### src/hw/rtl/rmf_pkg.sv
// ----------------------------------------------------------------------------
// rmf_pkg: shared definitions for the running median filter
// Window size, field widths and the command and status bundles that pass
// between the controller and the datapath.
// ----------------------------------------------------------------------------
package rmf_pkg;

    // Window depth, 1 to 15.
    localparam int WINDOW   = 8;
    localparam int SLOT_W   = (WINDOW > 1) ? $clog2(WINDOW) : 1;
    localparam int COUNT_W  = $clog2(WINDOW + 1);

    localparam int SAMPLE_W = 16;
    localparam int MEDIAN_W = 17;
    localparam int FILLED_W = 4;

    typedef logic signed [SAMPLE_W-1:0] sample_t;
    typedef logic signed [MEDIAN_W-1:0] median_t;
    typedef logic        [FILLED_W-1:0] filled_t;
    typedef logic        [SLOT_W-1:0]   slot_t;
    typedef logic        [COUNT_W-1:0]  count_t;

    // Commands from the controller to the datapath.
    typedef struct packed {
        logic load;     // write the accepted sample and restart the scan
        logic scan;     // rank the current candidate entry
        logic publish;  // move the median into the output register
    } rmf_cmd_t;

    // Status from the datapath to the controller.
    typedef struct packed {
        logic last;     // the current candidate is the last filled entry
    } rmf_status_t;

endpackage

### src/hw/rtl/rmf_channels.sv
// ----------------------------------------------------------------------------
// rmf_channels: valid/ready channels of the running median filter
// One interface for the sample requests and one for the median results.
// ----------------------------------------------------------------------------
interface rmf_sample_if;
    import rmf_pkg::*;

    logic    valid;
    logic    ready;
    sample_t sample;

    modport source (output valid, output sample, input ready);
    modport sink   (input valid, input sample, output ready);
endinterface

interface rmf_median_if;
    import rmf_pkg::*;

    logic    valid;
    logic    ready;
    median_t median_doubled;
    filled_t filled;

    modport source (output valid, output median_doubled, output filled, input ready);
    modport sink   (input valid, input median_doubled, input filled, output ready);
endinterface

### src/hw/rtl/rmf_datapath.sv
// ----------------------------------------------------------------------------
// rmf_datapath: window store, rank scan and output register
// Each scan step compares one candidate entry against all filled entries and
// keeps it if its rank covers one of the two middle positions.
// ----------------------------------------------------------------------------
module rmf_datapath (
    input  logic                 clk,
    input  logic                 rst_n,
    input  rmf_pkg::rmf_cmd_t    cmd,
    output rmf_pkg::rmf_status_t status,
    input  rmf_pkg::sample_t     sample,
    output rmf_pkg::median_t     median_doubled,
    output rmf_pkg::filled_t     filled
);
    import rmf_pkg::*;

    sample_t store_reg [WINDOW];
    slot_t   wslot_reg;
    count_t  fill_reg;
    slot_t   cand_reg;
    sample_t lo_val_reg;
    sample_t hi_val_reg;
    median_t median_reg;
    filled_t filled_reg;

    slot_t   wslot_next;
    count_t  fill_next;
    sample_t cand_val;
    count_t  less_cnt;
    count_t  equal_cnt;
    count_t  upper_cnt;
    count_t  lo_idx;
    count_t  hi_idx;
    logic    lo_hit;
    logic    hi_hit;

    always_comb
    begin
        wslot_next = (wslot_reg == slot_t'(WINDOW - 1)) ? '0 : wslot_reg + 1'b1;
        fill_next  = (fill_reg < count_t'(WINDOW)) ? fill_reg + 1'b1 : fill_reg;
    end

    // Rank of the candidate among the filled entries.
    always_comb
    begin
        cand_val  = store_reg[cand_reg];
        less_cnt  = '0;
        equal_cnt = '0;
        for (int j = 0; j < WINDOW; j++)
        begin
            if (count_t'(j) < fill_reg)
            begin
                less_cnt  = less_cnt  + count_t'(store_reg[j] <  cand_val);
                equal_cnt = equal_cnt + count_t'(store_reg[j] == cand_val);
            end
        end
        upper_cnt = less_cnt + equal_cnt;
        lo_idx    = (fill_reg - 1'b1) >> 1;
        hi_idx    = fill_reg >> 1;
        lo_hit    = (lo_idx >= less_cnt) && (lo_idx < upper_cnt);
        hi_hit    = (hi_idx >= less_cnt) && (hi_idx < upper_cnt);
    end

    assign status.last = (count_t'(cand_reg) == count_t'(fill_reg - 1'b1));

    always_ff @(posedge clk or negedge rst_n)
    begin
        if (!rst_n)
        begin
            wslot_reg <= '0;
            fill_reg  <= '0;
        end
        else if (cmd.load)
        begin
            wslot_reg <= wslot_next;
            fill_reg  <= fill_next;
        end
    end

    always_ff @(posedge clk)
    begin
        if (cmd.load)
        begin
            store_reg[wslot_reg] <= sample;
            cand_reg             <= '0;
        end
        else if (cmd.scan)
        begin
            cand_reg <= cand_reg + 1'b1;
            if (lo_hit)
            begin
                lo_val_reg <= cand_val;
            end
            if (hi_hit)
            begin
                hi_val_reg <= cand_val;
            end
        end
        if (cmd.publish)
        begin
            median_reg <= MEDIAN_W'(lo_val_reg) + MEDIAN_W'(hi_val_reg);
            filled_reg <= FILLED_W'(fill_reg);
        end
    end

    assign median_doubled = median_reg;
    assign filled         = filled_reg;

endmodule

### src/hw/rtl/rmf_controller.sv
// ----------------------------------------------------------------------------
// rmf_controller: sequencing of the running median filter
// Accepts a request, steps the rank scan over the filled entries and hands
// the median to the output register once that register is free.
// ----------------------------------------------------------------------------
module rmf_controller (
    input  logic                 clk,
    input  logic                 rst_n,
    input  logic                 in_valid,
    output logic                 in_ready,
    output logic                 out_valid,
    input  logic                 out_ready,
    output rmf_pkg::rmf_cmd_t    cmd,
    input  rmf_pkg::rmf_status_t status
);
    import rmf_pkg::*;

    typedef enum logic [1:0] {
        ST_IDLE,
        ST_SCAN,
        ST_FINISH
    } state_t;

    state_t state_reg;
    state_t state_next;
    logic   out_valid_reg;
    logic   out_valid_next;
    logic   out_free;

    assign out_free = !out_valid_reg || out_ready;

    always_comb
    begin
        state_next  = state_reg;
        cmd.load    = 1'b0;
        cmd.scan    = 1'b0;
        cmd.publish = 1'b0;
        case (state_reg)
            ST_IDLE:
            begin
                if (in_valid)
                begin
                    cmd.load   = 1'b1;
                    state_next = ST_SCAN;
                end
            end
            ST_SCAN:
            begin
                cmd.scan = 1'b1;
                if (status.last)
                begin
                    state_next = ST_FINISH;
                end
            end
            ST_FINISH:
            begin
                if (out_free)
                begin
                    cmd.publish = 1'b1;
                    state_next  = ST_IDLE;
                end
            end
            default:
            begin
                state_next = ST_IDLE;
            end
        endcase

        if (cmd.publish)
        begin
            out_valid_next = 1'b1;
        end
        else if (out_ready)
        begin
            out_valid_next = 1'b0;
        end
        else
        begin
            out_valid_next = out_valid_reg;
        end
    end

    always_ff @(posedge clk or negedge rst_n)
    begin
        if (!rst_n)
        begin
            state_reg     <= ST_IDLE;
            out_valid_reg <= 1'b0;
        end
        else
        begin
            state_reg     <= state_next;
            out_valid_reg <= out_valid_next;
        end
    end

    assign in_ready  = (state_reg == ST_IDLE);
    assign out_valid = out_valid_reg;

endmodule

### src/hw/rtl/running_median_filter.sv
// ----------------------------------------------------------------------------
// running_median_filter: sliding window median of signed distance samples
// Controller plus datapath; one median result for every sample request.
// ----------------------------------------------------------------------------
// Usage:
//   Each request on the samples channel carries one signed 16-bit sample.
//   It is written into an 8-entry ring buffer and the fill count grows up
//   to the window depth. One result follows on the medians channel: twice
//   the median of the filled entries (the sum of the two middle values for
//   an even count) and the number of entries it was taken over.
//   Sequence: the sample is written at the accepting edge; the rank scan
//   then steps over the n filled entries (one candidate entry per cycle,
//   compared against every filled entry at once) and, once the output
//   register is free, that register is loaded and the result is valid.
//   The controller passes through its idle state before it takes the next
//   request, so no request is taken while a scan or publish is pending. The
//   scan length is set by the single shared rank comparator row.
//   The output register decouples the two sides: a new request is accepted
//   while an earlier result still waits; if the receiver stalls, the next
//   result waits in the datapath until the output register is free.
//   Reset clears the fill count and write slot; the window restarts empty.
// ----------------------------------------------------------------------------
module running_median_filter (
    input  logic               clk,
    input  logic               rst_n,
    rmf_sample_if.sink         samples,
    rmf_median_if.source       medians
);
    import rmf_pkg::*;

    rmf_cmd_t    cmd;
    rmf_status_t status;

    rmf_controller u_controller (
        .clk       (clk),
        .rst_n     (rst_n),
        .in_valid  (samples.valid),
        .in_ready  (samples.ready),
        .out_valid (medians.valid),
        .out_ready (medians.ready),
        .cmd       (cmd),
        .status    (status)
    );

    rmf_datapath u_datapath (
        .clk            (clk),
        .rst_n          (rst_n),
        .cmd            (cmd),
        .status         (status),
        .sample         (samples.sample),
        .median_doubled (medians.median_doubled),
        .filled         (medians.filled)
    );

    // A published median always shows up on the output in the next cycle.
    assert property (@(posedge clk) disable iff (!rst_n)
        cmd.publish |=> medians.valid)
    else $error("published median not presented");

    // After a request is taken the block is busy scanning.
    assert property (@(posedge clk) disable iff (!rst_n)
        cmd.load |=> !samples.ready)
    else $error("request accepted during scan");

    // A result only appears after the controller loads the output register.
    assert property (@(posedge clk) disable iff (!rst_n)
        $rose(medians.valid) |-> $past(cmd.publish))
    else $error("result appeared without publish");

endmodule
### src/flat_wrapper.sv
// flat-port wrapper written by rule: the top's interface ports become plain ports
module running_median_filter_flat import rmf_pkg::*;
  (clk, rst_n, samples_valid, samples_sample, samples_ready, medians_valid, medians_median_doubled, medians_filled, medians_ready);
  rmf_sample_if samples_i ();
  rmf_median_if medians_i ();
  input  logic clk;
  input  logic rst_n;
  input wire logic [$bits(samples_i.valid)-1:0] samples_valid;
  input wire logic [$bits(samples_i.sample)-1:0] samples_sample;
  output wire logic [$bits(samples_i.ready)-1:0] samples_ready;
  output wire logic [$bits(medians_i.valid)-1:0] medians_valid;
  output wire logic [$bits(medians_i.median_doubled)-1:0] medians_median_doubled;
  output wire logic [$bits(medians_i.filled)-1:0] medians_filled;
  input wire logic [$bits(medians_i.ready)-1:0] medians_ready;
  assign samples_i.valid = samples_valid;
  assign samples_i.sample = samples_sample;
  assign samples_ready = samples_i.ready;
  assign medians_valid = medians_i.valid;
  assign medians_median_doubled = medians_i.median_doubled;
  assign medians_filled = medians_i.filled;
  assign medians_i.ready = medians_ready;
  running_median_filter u_core (.clk(clk), .rst_n(rst_n), .samples(samples_i), .medians(medians_i));
endmodule
### config.mk
export PLATFORM = sky130hd
export DESIGN_NAME = running_median_filter_flat
export DESIGN_NICKNAME = d
export VERILOG_FILES = /design/src/hw/rtl/rmf_pkg.sv /design/src/hw/rtl/rmf_channels.sv /design/src/hw/rtl/rmf_datapath.sv /design/src/hw/rtl/rmf_controller.sv /design/src/hw/rtl/running_median_filter.sv /design/src/flat_wrapper.sv
export SDC_FILE = /design/constraint.sdc
export NUM_CORES = 1
export LEC_CHECK = 0
export ABC_AREA = 1
export BUFFER_PORTS_ARGS = -buffer_cell sky130_fd_sc_hd__buf_2
export CAP_MARGIN = 20
export CORE_ASPECT_RATIO = 0.7
export CORE_MARGIN = 3
export CORE_UTILIZATION = 40
export DETAILED_ROUTE_END_ITERATION = 10
export PLACE_DENSITY = 0.63
export SKIP_CTS_REPAIR_TIMING = 1
export SLEW_MARGIN = 15
export SYNTH_ARGS = -nofsm -noshare
export SYNTH_HDL_FRONTEND = slang
export SYNTH_SLANG_ARGS = --single-unit
### constraint.sdc
create_clock -name clk -period 10.5 [get_ports clk]
set_input_delay 0.525 -clock clk [delete_from_list [all_inputs] [get_ports clk]]
set_output_delay 0.525 -clock clk [all_outputs]
set_load 0.02 [all_outputs]
==> summary.md <==
| Metric | Value |
|---|---|
| Outcome | complete, no violations |
| WL met3 | roughly 3700 µm |
| CTS root buf | clkbuf_16 |
| Post-synthesis cell type count | 56 |
| Slew Viols, Final | 0 |
| Most frequent cell after synthesis | nand2_1 |
| Ant diodes | 0 |
| Initial antenna violation count | 0 |
| First-pass GRT wire length | roughly 50000 µm |
| Final HPWL DP | between 20000 and 30000 µm |
| Register area share after synthesis | 46.1% |
| Port-buffer cells | 42 |
| Most area-hungry cell type in the Yosys netlist | edfxtp_1 |
| Number of global-route vias before repair | 8926 |
| Commonest cells in the netlist | nand2_1, ha_1, edfxtp_1 |
| Total clock sinks | 197 |
| Nets@finish | 1557 |
| Number of enable flip-flop cells after synthesis | 181 |
| Max incr delay on CP | a little under 0.6 ns |
| Die X | roughly 220 µm |
| Endpoints failing setup | 0 |
| Gr ovfl total | 0 |
| Mapped Nets | 1502 |
| Hold Crit Class | in2reg |
| Boundary Pins | 43 |
| DR iter-0 viols | 922 |
| DR pass1 iterations | 6 |
| Die Area | 33700 µm² |
| Seq cells post-synth | 197 |
| Max Used Layer | met4 |
| Period utilisation layout | 91.9% |
| Worst-Skew Late Latency | around 0.46 ns |
| Gpl congestion | 0.998 |
| Hold Fails Final Rpt | 0 |
| Crit path time final | 9.65 ns |
| Critical Path Start Type | flop |
| Drt drc | 0 |
| Die height | 155 µm |
| Fmax | 104 MHz |
| Clock Skew | 0.0228 ns |
| Via density | ~5.4 |
| Total track usage | 19.9% |
| Yosys warns | 0 |
| Rel. slew slack | between 20% and 30% |
| Syn-to-layout area delta | 10.7% |
| Syn Area/Cell | 9.74 µm² |
| Routed Antenna Nets | 0 |
| Initial Utilization | 41.3% |
| Core ar. | 30500 µm² |
| RSZ-0062 raised after global routing | no |
| WS Path Type | reg2reg |
| Fill cells | 2886 |
| Critical path's most frequent cell | ha_1 |
| Least-Margin Pin Slew | ~1.1 ns |
| Final setup TNS | 0 ns |
| Largest net degree at the start of global routing | 64 |
| Crit Path Max Fanout | 63 |
| DR vias | 9576 |
| CP Capture Type | flop |
| CP required | 10.64 ns |
| Syn Std Cell Area | 12600 µm² |
| CTS clk-pin slew, worst paths | 0.09 ns |
| H-tree lvl count | 4 |
| Routed wl met2 | between 10000 and 15000 µm |
| Max_cap viols | 0 |
| Layout cells sized above 1 | around 11% |
| Top FF cell, synth | edfxtp_1 |
| M1 WL | 16500 µm |
| Clock buffer depth | 2 |
| CTS Buf Count | 17 |
| FP Rows | 53 |
| Crit-path slowest cell | o21ai_0 |
| Post-synth top area share | 43.1% |
| CTS tree | done |
| Max FFs per register | 128 |
| Area contributors post-synth | edfxtp_1, ha_1, nand2_1 |
| Synth Instances | between 1000 and 1500 |
| CP Data Arrival Time | 9.79 ns |
| Async S/R FF share, synth | 5.08% |
| WL per Instance | 18.8 µm |
| Post-Route WL | 33400 µm |
## worst max-delay path: cells and delay by family (launching register included)
family	cells	cell delay (ns)
DFF	1	0.46
xor gates and xnor gates	1	0.24
buffers and inverters	9	1.51
and+or+nand+nor	16	2.59
adders and majority gates	11	3.10
AOI/OAI and AO/OA	7	1.39
## per-layer routing
layer / vias to the layer above / global-route usage [%]
met5: - / 0
li1: 4671 / -
met3: 46 / 5.62
met1: 4462 / 31.3
met2: 397 / 26.3
met4: 0 / 5.25
## final timing paths
kind                                               start                                end  slack (ns)  cells past startpoint
setup reg to reg                                    flop    u_core.u_datapath.lo_val_reg[5]        0.85                     44
hold / removal                         samples_sample[3]  u_core.u_datapath.store_reg[2][3]        0.33                      1
min in group asynchronous                          rst_n      u_core.u_datapath.fill_reg[1]        0.47                      2
setup / recovery                                    flop    u_core.u_datapath.lo_val_reg[5]        0.85                     44
hold reg to reg            u_core.u_datapath.cand_reg[2]      u_core.u_datapath.cand_reg[2]        0.51                      2
max in group asynchronous                          rst_n      u_core.u_datapath.fill_reg[2]        9.81                      2
## kinds of logic (layout without fill, tap and decap cells)
logic type | after synthesis | after routing | synth area share (%)
compound gates | 266 | 266 | 11.8
xor+xnor | 27 | 27 | 1.88
fa+ha+maj | 187 | 187 | 18.6
buf+inv | 167 | 235 | 5.21
flops | 197 | 197 | 46.1
mux | 1 | 1 | 0.0794
simple gates | 450 | 450 | 16.3
## per-stage QoR
step                      worst slack (ns)  hold slack (ns)  instances  util, %  instance area, µm²
after floorplan                       1.86            0.229       1295        -               12600
after global placement                1.29            0.409       1741     43.8               13400
after detailed placement              1.05            0.409       1742     43.8               13400
after CTS                             1.01          -0.0810       1774     45.7               14000
after global routing                 0.262            0.335       1775     45.8               14000
final                                0.846            0.334       1775     45.8               14000
## cells in the final DEF, fill, tap and decap left out, types with 3 or more instances in the layout
master and count:
nand3_1 43, o211ai_1 3, a21oi_1 83, nor2_2 4, xor2_1 20, o21bai_1 7
edfxtp_1 181, inv_4 3, buf_2 43, dfrtp_1 10, buf_4 17, nand2_2 12
inv_1 132, a21oi_2 5, nor3_1 5, inv_8 5, nand4_1 19, inv_2 6
or2_2 6, nand2_4 6, clkbuf_16 17, o22ai_1 33, xnor2_1 7, nand3_2 11
inv_6 3, nand2_1 213, and2_1 4, a31oi_1 5, ha_1 186, nor2_1 111
dfxtp_1 5, o21ai_0 107, a221oi_1 4, nor4_1 4, o21a_1 5
## layout make-up
type	count	area, µm²	share of cell area (%)
well taps	412	515	3.69
clock buffers	18	429	3.07
inverters	142	541	3.87
repair buffers	61	353	2.53
multi-input cells	931	6150	44.1
flip-flops and latches	197	5810	41.6
clock inverters	14	163	1.16
Power is not shown: default switching activity piles up to over one toggle a cycle in this logic, so the estimate is an artifact.
